`src/design/ufold_pkg.sv`:
```
`default_nettype none

package ufold_pkg;

  localparam int unsigned CpW = 21;

  localparam logic [7:0] AsciiLimit  = 8'h80;
  localparam logic [7:0] LeadTwoEnd  = 8'hE0;
  localparam logic [7:0] LeadThreeEnd = 8'hF0;
  localparam logic [7:0] UpperA      = 8'h41;
  localparam logic [7:0] UpperZ      = 8'h5A;
  localparam logic [7:0] LowerA      = 8'h61;
  localparam logic [7:0] LowerZ      = 8'h7A;
  localparam logic [7:0] Apostrophe  = 8'h27;
  localparam logic [7:0] CaseBit     = 8'h20;

  localparam logic [CpW-1:0] CyrCapFirst = 21'h000410;
  localparam logic [CpW-1:0] CyrCapLast  = 21'h00042F;
  localparam logic [CpW-1:0] CyrIoCap    = 21'h000401;
  localparam logic [CpW-1:0] CyrIoSmall  = 21'h000451;
  localparam logic [CpW-1:0] CyrFoldStep = 21'h000020;

  localparam logic [CpW-1:0] OneByteEnd   = 21'h000080;
  localparam logic [CpW-1:0] TwoByteEnd   = 21'h000800;
  localparam logic [CpW-1:0] ThreeByteEnd = 21'h010000;

  typedef struct packed {
    logic [CpW-1:0] code_point;
    logic           empty;
    logic           word_end;
  } job_t;

endpackage

`default_nettype wire

```
`src/design/ufold_in_if.sv`:
```
`default_nettype none

interface ufold_in_if;
  logic       valid;
  logic       ready;
  logic [7:0] in_byte;
  logic       token_end;

  modport source (output valid, output in_byte, output token_end, input ready);
  modport sink (input valid, input in_byte, input token_end, output ready);
endinterface

`default_nettype wire

```
`src/design/ufold_out_if.sv`:
```
`default_nettype none

interface ufold_out_if;
  logic       valid;
  logic       ready;
  logic [7:0] out_byte;
  logic       byte_valid;
  logic       word_end;
  logic       run_last;

  modport source (
    output valid, output out_byte, output byte_valid, output word_end, output run_last,
    input ready
  );
  modport sink (
    input valid, input out_byte, input byte_valid, input word_end, input run_last,
    output ready
  );
endinterface

`default_nettype wire

```
`src/design/utf8_word_case_folder_top.sv`:
```
// Word case folder: cleans a word token given one byte per item on in_i and
// delivers the cleaned UTF-8 bytes on out_o, one byte per item.
// An input item carries in_byte and token_end; an output item carries
// out_byte, byte_valid, word_end and run_last. A token end that yields no
// data byte produces one empty end marker with byte_valid low.
// The front stage decodes, filters and folds each byte in its accept cycle
// and queues at most one code point per input item. The back stage encodes
// that code point and sends its 1 to 4 bytes, one per cycle while out_o is ready.
// The first result of an item passes through the queue and then the back
// stage's byte register before it is offered.
// Throughput: one input item per cycle while the queue has room; the back
// stage emits one result item per cycle while out_o is ready, so a multi-byte
// code point holds it and the queue of QUEUE_DEPTH entries absorbs the difference.
// When the receiver stalls, the offered item holds and the queue fills; in_i
// ready falls only once the queue is full.
// Reset clears the open sequence, empties the queue and drops out_o valid.
`default_nettype none

module utf8_word_case_folder_top #(
  parameter int unsigned QUEUE_DEPTH = 4
) (
  input  wire logic   clk_i,
  input  wire logic   rst_ni,
  ufold_in_if.sink    in_i,
  ufold_out_if.source out_o
);
  import ufold_pkg::*;

  logic push;
  logic room;
  logic q_valid;
  logic pop;
  job_t push_job;
  job_t head_job;

  ufold_front u_front (
    .clk_i  (clk_i),
    .rst_ni (rst_ni),
    .in_i   (in_i),
    .room_i (room),
    .push_o (push),
    .job_o  (push_job)
  );

  ufold_fifo #(
    .DEPTH (QUEUE_DEPTH)
  ) u_fifo (
    .clk_i   (clk_i),
    .rst_ni  (rst_ni),
    .push_i  (push),
    .data_i  (push_job),
    .room_o  (room),
    .valid_o (q_valid),
    .data_o  (head_job),
    .pop_i   (pop)
  );

  ufold_back u_back (
    .clk_i   (clk_i),
    .rst_ni  (rst_ni),
    .valid_i (q_valid),
    .job_i   (head_job),
    .pop_o   (pop),
    .out_o   (out_o)
  );

  a_run_continues: assert property (@(posedge clk_i) disable iff (!rst_ni)
    out_o.valid && out_o.ready && !out_o.run_last |=> out_o.valid)
    else $error("Multi-byte run broken before its last byte.");

  a_marker_closes: assert property (@(posedge clk_i) disable iff (!rst_ni)
    out_o.valid && !out_o.byte_valid |-> out_o.word_end && out_o.run_last)
    else $error("Empty end marker without word end.");

  a_marker_zero: assert property (@(posedge clk_i) disable iff (!rst_ni)
    out_o.valid && !out_o.byte_valid |-> out_o.out_byte == 8'h00)
    else $error("Empty end marker carries data.");

endmodule

`default_nettype wire

```
`src/design/ufold_front.sv`:
```
`default_nettype none

module ufold_front (
  input  wire logic         clk_i,
  input  wire logic         rst_ni,
  ufold_in_if.sink          in_i,
  input  wire logic         room_i,
  output logic              push_o,
  output ufold_pkg::job_t   job_o
);
  import ufold_pkg::*;

  logic [CpW-1:0] cp_q, cp_d;
  logic [1:0]     rem_q, rem_d;
  logic [CpW-1:0] cp_out;
  logic [CpW-1:0] cp_fold;
  logic           have;
  logic           accept;
  logic [7:0]     b;
  logic           last;

  assign in_i.ready = room_i;
  assign accept     = in_i.valid && room_i;
  assign b          = in_i.in_byte;
  assign last       = in_i.token_end;

  always_comb begin
    cp_d   = cp_q;
    rem_d  = rem_q;
    have   = 1'b0;
    cp_out = '0;
    if (rem_q == 2'd0) begin
      if (b < AsciiLimit) begin
        if (b >= UpperA && b <= UpperZ) begin
          have   = 1'b1;
          cp_out = {13'd0, b | CaseBit};
        end else if ((b >= LowerA && b <= LowerZ) || b == Apostrophe) begin
          have   = 1'b1;
          cp_out = {13'd0, b};
        end
      end else if (b < LeadTwoEnd) begin
        cp_d  = {16'd0, b[4:0]};
        rem_d = 2'd1;
      end else if (b < LeadThreeEnd) begin
        cp_d  = {17'd0, b[3:0]};
        rem_d = 2'd2;
      end else begin
        cp_d  = {18'd0, b[2:0]};
        rem_d = 2'd3;
      end
    end else begin
      cp_d  = {cp_q[CpW-7:0], b[5:0]};
      rem_d = rem_q - 2'd1;
      if (rem_d == 2'd0) begin
        have   = 1'b1;
        cp_out = cp_d;
        cp_d   = '0;
      end
    end
    if (last && rem_d != 2'd0) begin
      have   = 1'b1;
      cp_out = cp_d;
      cp_d   = '0;
      rem_d  = 2'd0;
    end
  end

  always_comb begin
    if (cp_out >= CyrCapFirst && cp_out <= CyrCapLast) begin
      cp_fold = cp_out + CyrFoldStep;
    end else if (cp_out == CyrIoCap) begin
      cp_fold = CyrIoSmall;
    end else begin
      cp_fold = cp_out;
    end
  end

  assign push_o            = accept && (have || last);
  assign job_o.code_point  = have ? cp_fold : '0;
  assign job_o.empty       = !have;
  assign job_o.word_end    = last;

  always_ff @(posedge clk_i or negedge rst_ni) begin
    if (!rst_ni) begin
      cp_q  <= '0;
      rem_q <= 2'd0;
    end else if (accept) begin
      cp_q  <= cp_d;
      rem_q <= rem_d;
    end
  end

endmodule

`default_nettype wire

```
`src/design/ufold_fifo.sv`:
```
`default_nettype none

module ufold_fifo #(
  parameter int unsigned DEPTH = 4
) (
  input  wire logic         clk_i,
  input  wire logic         rst_ni,
  input  wire logic         push_i,
  input  ufold_pkg::job_t   data_i,
  output logic              room_o,
  output logic              valid_o,
  output ufold_pkg::job_t   data_o,
  input  wire logic         pop_i
);
  import ufold_pkg::*;

  localparam int unsigned PtrW = (DEPTH > 1) ? $clog2(DEPTH) : 1;
  localparam int unsigned CntW = $clog2(DEPTH + 1);
  localparam logic [PtrW-1:0] LastPtr = PtrW'(DEPTH - 1);
  localparam logic [CntW-1:0] FullCnt = CntW'(DEPTH);

  job_t            mem_q [DEPTH];
  logic [PtrW-1:0] wr_ptr_q, rd_ptr_q;
  logic [CntW-1:0] count_q;
  logic            do_push, do_pop;

  assign room_o  = count_q != FullCnt;
  assign valid_o = count_q != '0;
  assign data_o  = mem_q[rd_ptr_q];
  assign do_push = push_i && room_o;
  assign do_pop  = pop_i && valid_o;

  always_ff @(posedge clk_i) begin
    if (do_push) begin
      mem_q[wr_ptr_q] <= data_i;
    end
  end

  always_ff @(posedge clk_i or negedge rst_ni) begin
    if (!rst_ni) begin
      wr_ptr_q <= '0;
      rd_ptr_q <= '0;
      count_q  <= '0;
    end else begin
      if (do_push) begin
        wr_ptr_q <= (wr_ptr_q == LastPtr) ? '0 : wr_ptr_q + 1'b1;
      end
      if (do_pop) begin
        rd_ptr_q <= (rd_ptr_q == LastPtr) ? '0 : rd_ptr_q + 1'b1;
      end
      unique case ({do_push, do_pop})
        2'b10:   count_q <= count_q + 1'b1;
        2'b01:   count_q <= count_q - 1'b1;
        default: count_q <= count_q;
      endcase
    end
  end

endmodule

`default_nettype wire

```
`src/design/ufold_back.sv`:
```
`default_nettype none

module ufold_back (
  input  wire logic         clk_i,
  input  wire logic         rst_ni,
  input  wire logic         valid_i,
  input  ufold_pkg::job_t   job_i,
  output logic              pop_o,
  ufold_out_if.source       out_o
);
  import ufold_pkg::*;

  logic [7:0] bytes_q [4];
  logic [7:0] enc [4];
  logic [1:0] last_idx_q, last_idx_d;
  logic [1:0] idx_q;
  logic       busy_q;
  logic       word_end_q;
  logic       empty_q;
  logic       run_last;
  logic       taken;
  logic [CpW-1:0] cp;

  assign cp = job_i.code_point;

  always_comb begin
    enc[0]     = cp[7:0];
    enc[1]     = 8'h00;
    enc[2]     = 8'h00;
    enc[3]     = 8'h00;
    last_idx_d = 2'd0;
    if (cp < OneByteEnd) begin
      enc[0]     = cp[7:0];
      last_idx_d = 2'd0;
    end else if (cp < TwoByteEnd) begin
      enc[0]     = {3'b110, cp[10:6]};
      enc[1]     = {2'b10, cp[5:0]};
      last_idx_d = 2'd1;
    end else if (cp < ThreeByteEnd) begin
      enc[0]     = {4'b1110, cp[15:12]};
      enc[1]     = {2'b10, cp[11:6]};
      enc[2]     = {2'b10, cp[5:0]};
      last_idx_d = 2'd2;
    end else begin
      enc[0]     = {5'b11110, cp[20:18]};
      enc[1]     = {2'b10, cp[17:12]};
      enc[2]     = {2'b10, cp[11:6]};
      enc[3]     = {2'b10, cp[5:0]};
      last_idx_d = 2'd3;
    end
  end

  assign run_last = idx_q == last_idx_q;
  assign taken    = busy_q && out_o.ready;
  assign pop_o    = valid_i && (!busy_q || (taken && run_last));

  assign out_o.valid      = busy_q;
  assign out_o.out_byte   = bytes_q[0];
  assign out_o.byte_valid = !empty_q;
  assign out_o.word_end   = word_end_q && run_last;
  assign out_o.run_last   = run_last;

  always_ff @(posedge clk_i) begin
    if (pop_o) begin
      bytes_q[0] <= enc[0];
      bytes_q[1] <= enc[1];
      bytes_q[2] <= enc[2];
      bytes_q[3] <= enc[3];
      word_end_q <= job_i.word_end;
      empty_q    <= job_i.empty;
      last_idx_q <= last_idx_d;
    end else if (taken) begin
      bytes_q[0] <= bytes_q[1];
      bytes_q[1] <= bytes_q[2];
      bytes_q[2] <= bytes_q[3];
    end
  end

  always_ff @(posedge clk_i or negedge rst_ni) begin
    if (!rst_ni) begin
      busy_q <= 1'b0;
      idx_q  <= 2'd0;
    end else if (pop_o) begin
      busy_q <= 1'b1;
      idx_q  <= 2'd0;
    end else if (taken) begin
      if (run_last) begin
        busy_q <= 1'b0;
      end
      idx_q <= idx_q + 2'd1;
    end
  end

endmodule

`default_nettype wire
```
`src/flat_wrapper.sv`:
```
// flat-port wrapper written by rule: the top's interface ports become plain ports
module utf8_word_case_folder_top_flat import ufold_pkg::*;
#(
  parameter int unsigned QUEUE_DEPTH = 4
)
  (clk_i, rst_ni, in_i_valid, in_i_in_byte, in_i_token_end, in_i_ready, out_o_valid, out_o_out_byte, out_o_byte_valid, out_o_word_end, out_o_run_last, out_o_ready);
  ufold_in_if in_i_i ();
  ufold_out_if out_o_i ();
  input  wire logic clk_i;
  input  wire logic rst_ni;
  input wire logic [$bits(in_i_i.valid)-1:0] in_i_valid;
  input wire logic [$bits(in_i_i.in_byte)-1:0] in_i_in_byte;
  input wire logic [$bits(in_i_i.token_end)-1:0] in_i_token_end;
  output wire logic [$bits(in_i_i.ready)-1:0] in_i_ready;
  output wire logic [$bits(out_o_i.valid)-1:0] out_o_valid;
  output wire logic [$bits(out_o_i.out_byte)-1:0] out_o_out_byte;
  output wire logic [$bits(out_o_i.byte_valid)-1:0] out_o_byte_valid;
  output wire logic [$bits(out_o_i.word_end)-1:0] out_o_word_end;
  output wire logic [$bits(out_o_i.run_last)-1:0] out_o_run_last;
  input wire logic [$bits(out_o_i.ready)-1:0] out_o_ready;
  assign in_i_i.valid = in_i_valid;
  assign in_i_i.in_byte = in_i_in_byte;
  assign in_i_i.token_end = in_i_token_end;
  assign in_i_ready = in_i_i.ready;
  assign out_o_valid = out_o_i.valid;
  assign out_o_out_byte = out_o_i.out_byte;
  assign out_o_byte_valid = out_o_i.byte_valid;
  assign out_o_word_end = out_o_i.word_end;
  assign out_o_run_last = out_o_i.run_last;
  assign out_o_i.ready = out_o_ready;
  utf8_word_case_folder_top #(.QUEUE_DEPTH(QUEUE_DEPTH)) u_core (.clk_i(clk_i), .rst_ni(rst_ni), .in_i(in_i_i), .out_o(out_o_i));
endmodule
```
`config.mk`:
```
export PLATFORM = sky130hd
export DESIGN_NAME = utf8_word_case_folder_top_flat
export DESIGN_NICKNAME = d
export VERILOG_FILES = /design/src/design/ufold_pkg.sv /design/src/design/ufold_in_if.sv /design/src/design/ufold_out_if.sv /design/src/design/utf8_word_case_folder_top.sv /design/src/design/ufold_front.sv /design/src/design/ufold_fifo.sv /design/src/design/ufold_back.sv /design/src/flat_wrapper.sv
export SDC_FILE = /design/constraint.sdc
export NUM_CORES = 1
export LEC_CHECK = 0
export ABC_CLOCK_PERIOD_IN_PS = 6200
export BUFFER_PORTS_ARGS = -buffer_cell sky130_fd_sc_hd__clkbuf_2
export CAP_MARGIN = 40
export CORE_UTILIZATION = 30
export DETAILED_ROUTE_END_ITERATION = 6
export PLACE_DENSITY = 0.55
export RECOVER_POWER = 50
export SLEW_MARGIN = 0
export SYNTH_ARGS = -nofsm -noshare
export SYNTH_HDL_FRONTEND = slang
export SYNTH_SLANG_ARGS = --single-unit
```
`constraint.sdc`:
```
create_clock -name clk_i -period 6.2 [get_ports clk_i]
set_input_delay 1.24 -clock clk_i [delete_from_list [all_inputs] [get_ports clk_i]]
set_output_delay 1.24 -clock clk_i [all_outputs]
set_load 0.01 [all_outputs]
```
# After elaboration in Yosys (flattened, before gate mapping)
# Memories as Yosys holds them, arrays and structs flattened.
# Cells that the tools add are included.
# classes
add_sub_neg	7
order_cmp	12
eq_ne	8
mux	52
bitwise_logic	3
reduce_logical	27
# ops
op	count
2-to-1 mux 21 bit	11
2-to-1 mux 8 bit	8
less-than comparator 8 bit, second input constant	3
2-to-1 mux 24 bit	1
adder 21 x 6 -> 21 bit, second input constant	1
== test 21 x 11 -> 1 bit, second input constant	1
greater-or-equal comparator 21 x 11 -> 1 bit, second input constant	1
less-or-equal comparator 21 x 11 -> 1 bit, second input constant	1
less-than comparator 21 x 12 -> 1 bit, second input constant	1
less-than comparator 21 x 17 -> 1 bit, second input constant	1
less-than comparator 21 x 8 -> 1 bit, second input constant	1
2-to-1 mux 1 bit	19
greater-or-equal comparator 8 x 7 -> 1 bit, second input constant	2
less-or-equal comparator 8 x 7 -> 1 bit, second input constant	2
2-to-1 mux 16 bit	1
2-to-1 mux 2 bit	8
2-to-1 mux 14 bit	1
logical AND 1 bit	12
== test 8 x 6 -> 1 bit, second input constant	1
nonzero test 2 bit	4
adder 2 x 1 -> 2 bit, second input constant	3
== test 2 bit, second input constant	3
case mux 3 bit (2 select lines)	1
2-to-1 mux 5 bit	1
other kinds (14)	21
# totals
ff_bits	37
ram_bits	124
input_bits	13
wordCells	122
mem_count	2
# mem_list
memory	depth	word_bits	read_ports	rd_ports_with_merged_regs	wr	line_no	text
u_core.u_fifo.mem_q	4	23	1	0	1	ufold_fifo.sv:22	job_t mem_q [DEPTH];
u_core.u_back.bytes_q	4	8	4	0	4	ufold_back.sv:13	logic [7:0] bytes_q [4];

# Depth between registers and ports, before layout
# logic_depth
ltp_word	13
ltp_mapped	14
mapped_depth_nobuf	13

# Hierarchy
# A second synthesis with hierarchy kept.
# hier_totals
cells_unflattened	551
area_unflattened_um2	7521.0
# by_module_without_submodules
module	instances	cells_each	area_per_inst_um2
ufold_fifo	1	161	3772.4
ufold_back	1	173	1961.9
ufold_front	1	217	1786.7

# Worst setup path before layout
# OpenSTA, ideal clock, no wires.
# synth_path
path_kind	input port to flip-flop
start	input in_i_in_byte[2]
end	memory u_core.u_fifo.mem_q[0][8] (netlist bit), data pin
setup_ns	0.264
arrival_ns	3.917
setup_slack_ns	2.018
cell_stages	13
path_cell_list	buf_6 > or4_4 > or2_0 > a31oi_1 > o21ba_2 > a211oi_1 > nand2b_2 > inv_1 > ha_1 > a2111oi_0 > nor3_1 > a211oi_4 > mux2_4
# synth_rtl
element	line_no	text
from (decl)	flat_wrapper.sv:12	input wire logic [$bits(in_i_i.in_byte)-1:0] in_i_in_byte;
to (decl)	ufold_fifo.sv:22	

==> reports/metrics.yaml <==
clk_transition_reported_paths_ps: 60
r2r_cells: 11
synth_edf_count: 125
synth_area_sq_mm: 0.00736
ys_ff_latch: 158
irDropWorstVdd_v: 0.000177
gp_congestion: 0.909
grt_max_degree: 31
max_slew_margin_pct: 11.7
ys_top_cells_by_area: "edfxtp_1 51%, dfrtp_1 11%, mux4_2 7.0%"
netlist.area_leader.share_pct: 51.0
criticalPathCategory: "in -> reg"
status: "finished clean"
first_iter_violations: 296
end_kind: "flop"
p_sw_share_pct: 32.4
cp_num_buf_inv: 2
max_stage_delay_ps: 750
floorplan.initialDensity_pct: 31.0
grt_usage_pct: 13.4
grt_pass1_wl_mm: 25.0
period_share_pct: 71.0
slew_violations: 0
htreeDepth: 4
dieArea_sq_mm: 0.0252
use_met1_pct: 17.9
yosysUniqueCellTypes: 75
cts_buffer_depth: 2
fmax_mhz: 227
cp_max_fo: 19
worst-path-stages: 12
area_growth_syn_to_layout_pct: 13.6
grt.busiest_layer: "met2"
pwr-share-clk_pct: 28.5
numClockSinks: 158
dominantRegCellSynth: "edfxtp_1"
worstPathRequired_ps: 6360
routed-via-count: 4490
arrival_ps: 4560
rsz0062_at_grt: "false"
grt_pass1_vias: 4578
ctsHoldBuffers: 0
wl_per_cell_um: 17.2
root_buffer: "clkbuf_16"
startpoint_type: "input pin"
power_density_mw_per_mm2: 432
holdCritPathClass: "reg -> reg"
worstMarginPinSlew_ps: 1320
clkLatencyLatePin_ps: 420
drive_gt1_share_pct: 17.0
p_total_mw: 3.61
drc: 0
io_buffers: 25
grt_overflow: 0
p_seq_share_pct: 42.3
crit_chain: "clkbuf_1, nor2_1, nand2_1, o21ba_2, a211oi_1, nand2b_2, inv_1, ha_1, a2111oi_0, nor3_1, a211oi_4, mux2_4"
post-cts-setup-buffers: 0
tns_ps: 0
grtUsageMet2_pct: 21.3
ctsResizeCount: 0
core_sq_mm: 0.0238
async_flop_share_pct: 20.9
p_leak_nw: 2.90
synth-seq-area-share_pct: 62.2
ios: 26
drv_cap: 0
cts_buffers: 17
p_int_mw: 2.44
fin_crit_ps: 4400
synth_warnings: 0
n_antenna_cell: 0
ff_latch_area_sq_mm: 0.00458
multi_input_area_sq_mm: 0.00251
layout.nets: 587
syn_area_per_cell_sq_um: 13.8
via_per_inst: 5.02
die_h_um: 159
syn_inst: 535
chipWidth_um: 159
skew_ps: 9.17
synthTopCellsByCount: "125 x edfxtp_1, 55 x nor2_1, 33 x dfrtp_1"
yosysMostFrequentCell: "edfxtp_1"
routed_wirelength_mm: 15.4
cts_tree: "yes"
antenna_found_initial: 0
syn_nets: 559
hold_depth: 1
cp_top_family: "compound AO/OA/AOI/OAI gates"
rows: 56
yosysTopAreaCell: "edfxtp_1"
fillers: 2307
ant_nets: 0
hpwl_mm: 10.5
first_pass_iters: 5
grt_util_met3_pct: 2.91
setup_viol: 0
hold_violations: 0
cpMaxStageDelayCell: "a211oi_1"
combPwrFrac_pct: 29.2
netSwitchingPower_mw: 1.17
[worst paths after layout]
path	startpoint	to	slack (ps)
worst min register to register	u_core.u_front.cp_q[20]	u_core.u_front.cp_q[20]	500
max in group asynchronous	rst_ni	u_core.u_back.out_o.valid	3750
worst min-delay path	u_core.u_front.cp_q[20]	u_core.u_front.cp_q[20]	500
worst max register to register	u_core.u_front.rem_q[0]	u_core.u_fifo.mem_q[3][8]	2420
min in group asynchronous	rst_ni	u_core.u_front.cp_q[11]	810
worst max-delay path	in_i_in_byte[7]	u_core.u_fifo.mem_q[3][8]	1800
[layout by cell type, fill, tap and decap left out, types with 4 or more instances in the layout]
cell type,netlist,final
inv_6,0,5
mux2i_1,5,5
nor4_1,6,6
clkbuf_2,0,10
nand2b_1,6,6
o31ai_1,4,4
inv_1,21,21
ha_1,10,10
clkbuf_16,0,17
o21ai_0,15,15
clkbuf_1,13,20
nor2b_1,14,14
mux4_2,23,23
xor2_1,5,5
o22ai_1,4,4
edfxtp_1,125,125
nor3_1,6,6
nand2_1,27,28
a221oi_1,10,10
dfrtp_1,33,33
nor2_1,55,56
and2_1,14,14
a22o_1,21,21
o21ai_1,8,8
buf_4,5,7
a21oi_1,22,21
[power groups by stage]
stage / logic (mW) / clock network [mW] / registers, mW
after floorplan: 0.796 / 0 / 1.51
after CTS: 1.09 / 1.05 / 1.53
final: 1.05 / 1.03 / 1.53
after global routing: 1.18 / 1.09 / 1.56
after global placement: 1.03 / 0 / 1.56
after detailed placement: 1.09 / 0 / 1.55
[area by class of cell]
class / instances / area share (%)
multi-input combinational: 323 / 30.0
inverter: 25 / 1.14
tap: 319 / 4.77
sequential: 158 / 54.8
clock buffer: 17 / 5.09
clock inverter: 15 / 1.90
timing repair buffer: 38 / 2.31
[metal layers]
metal	part of all wire, %	vias up
met5	0	-
met4	1.5	0
met3	4.3	19
met2	47	121
met1	47	2249
li1	-	2101
[stage by stage]
stage | hold WS, ps | util (%) | cell area, sq um | instances | worst slack, ps
CTS | 507 | 35.5 | 8430 | 895 | 1920
finish | 505 | 35.2 | 8360 | 895 | 1800
floorplan | 466 | - | 7360 | 535 | 2020
global placement | 491 | 32.8 | 7790 | 860 | 1770
detailed placement | 489 | 33.0 | 7850 | 863 | 1480
global route | 527 | 35.2 | 8360 | 895 | 1610
[kinds of logic (layout without fill, tap and decap cells)]
family	after synthesis	count (layout)	synth area share (%)
buffers and inverters	54	95	3.62
muxes	34	34	8.72
and+or+nand+nor	154	154	10.9
AOI/OAI and AO/OA	117	117	11.7
DFF	158	158	62.2
xor gates and xnor gates	7	7	0.833
adders and majority gates	11	11	1.97
[registers in the layout, summed over array words and instances, names as in the netlist]
signal and count:
u_core.u_fifo.count_q 3, u_core.u_front.rem_q 2, u_core.u_front.cp_q 21, u_core.u_back.idx_q 2, u_core.u_fifo.mem_q 92, u_core.u_fifo.wr_ptr_q 2
u_core.u_back.bytes_q 29, u_core.u_fifo.rd_ptr_q 2, u_core.u_back.empty_q 1, u_core.u_back.last_idx_q 2, u_core.u_back.word_end_q 1, u_core.u_back.out_o.valid 1
Power figures use the tool's default switching activity.
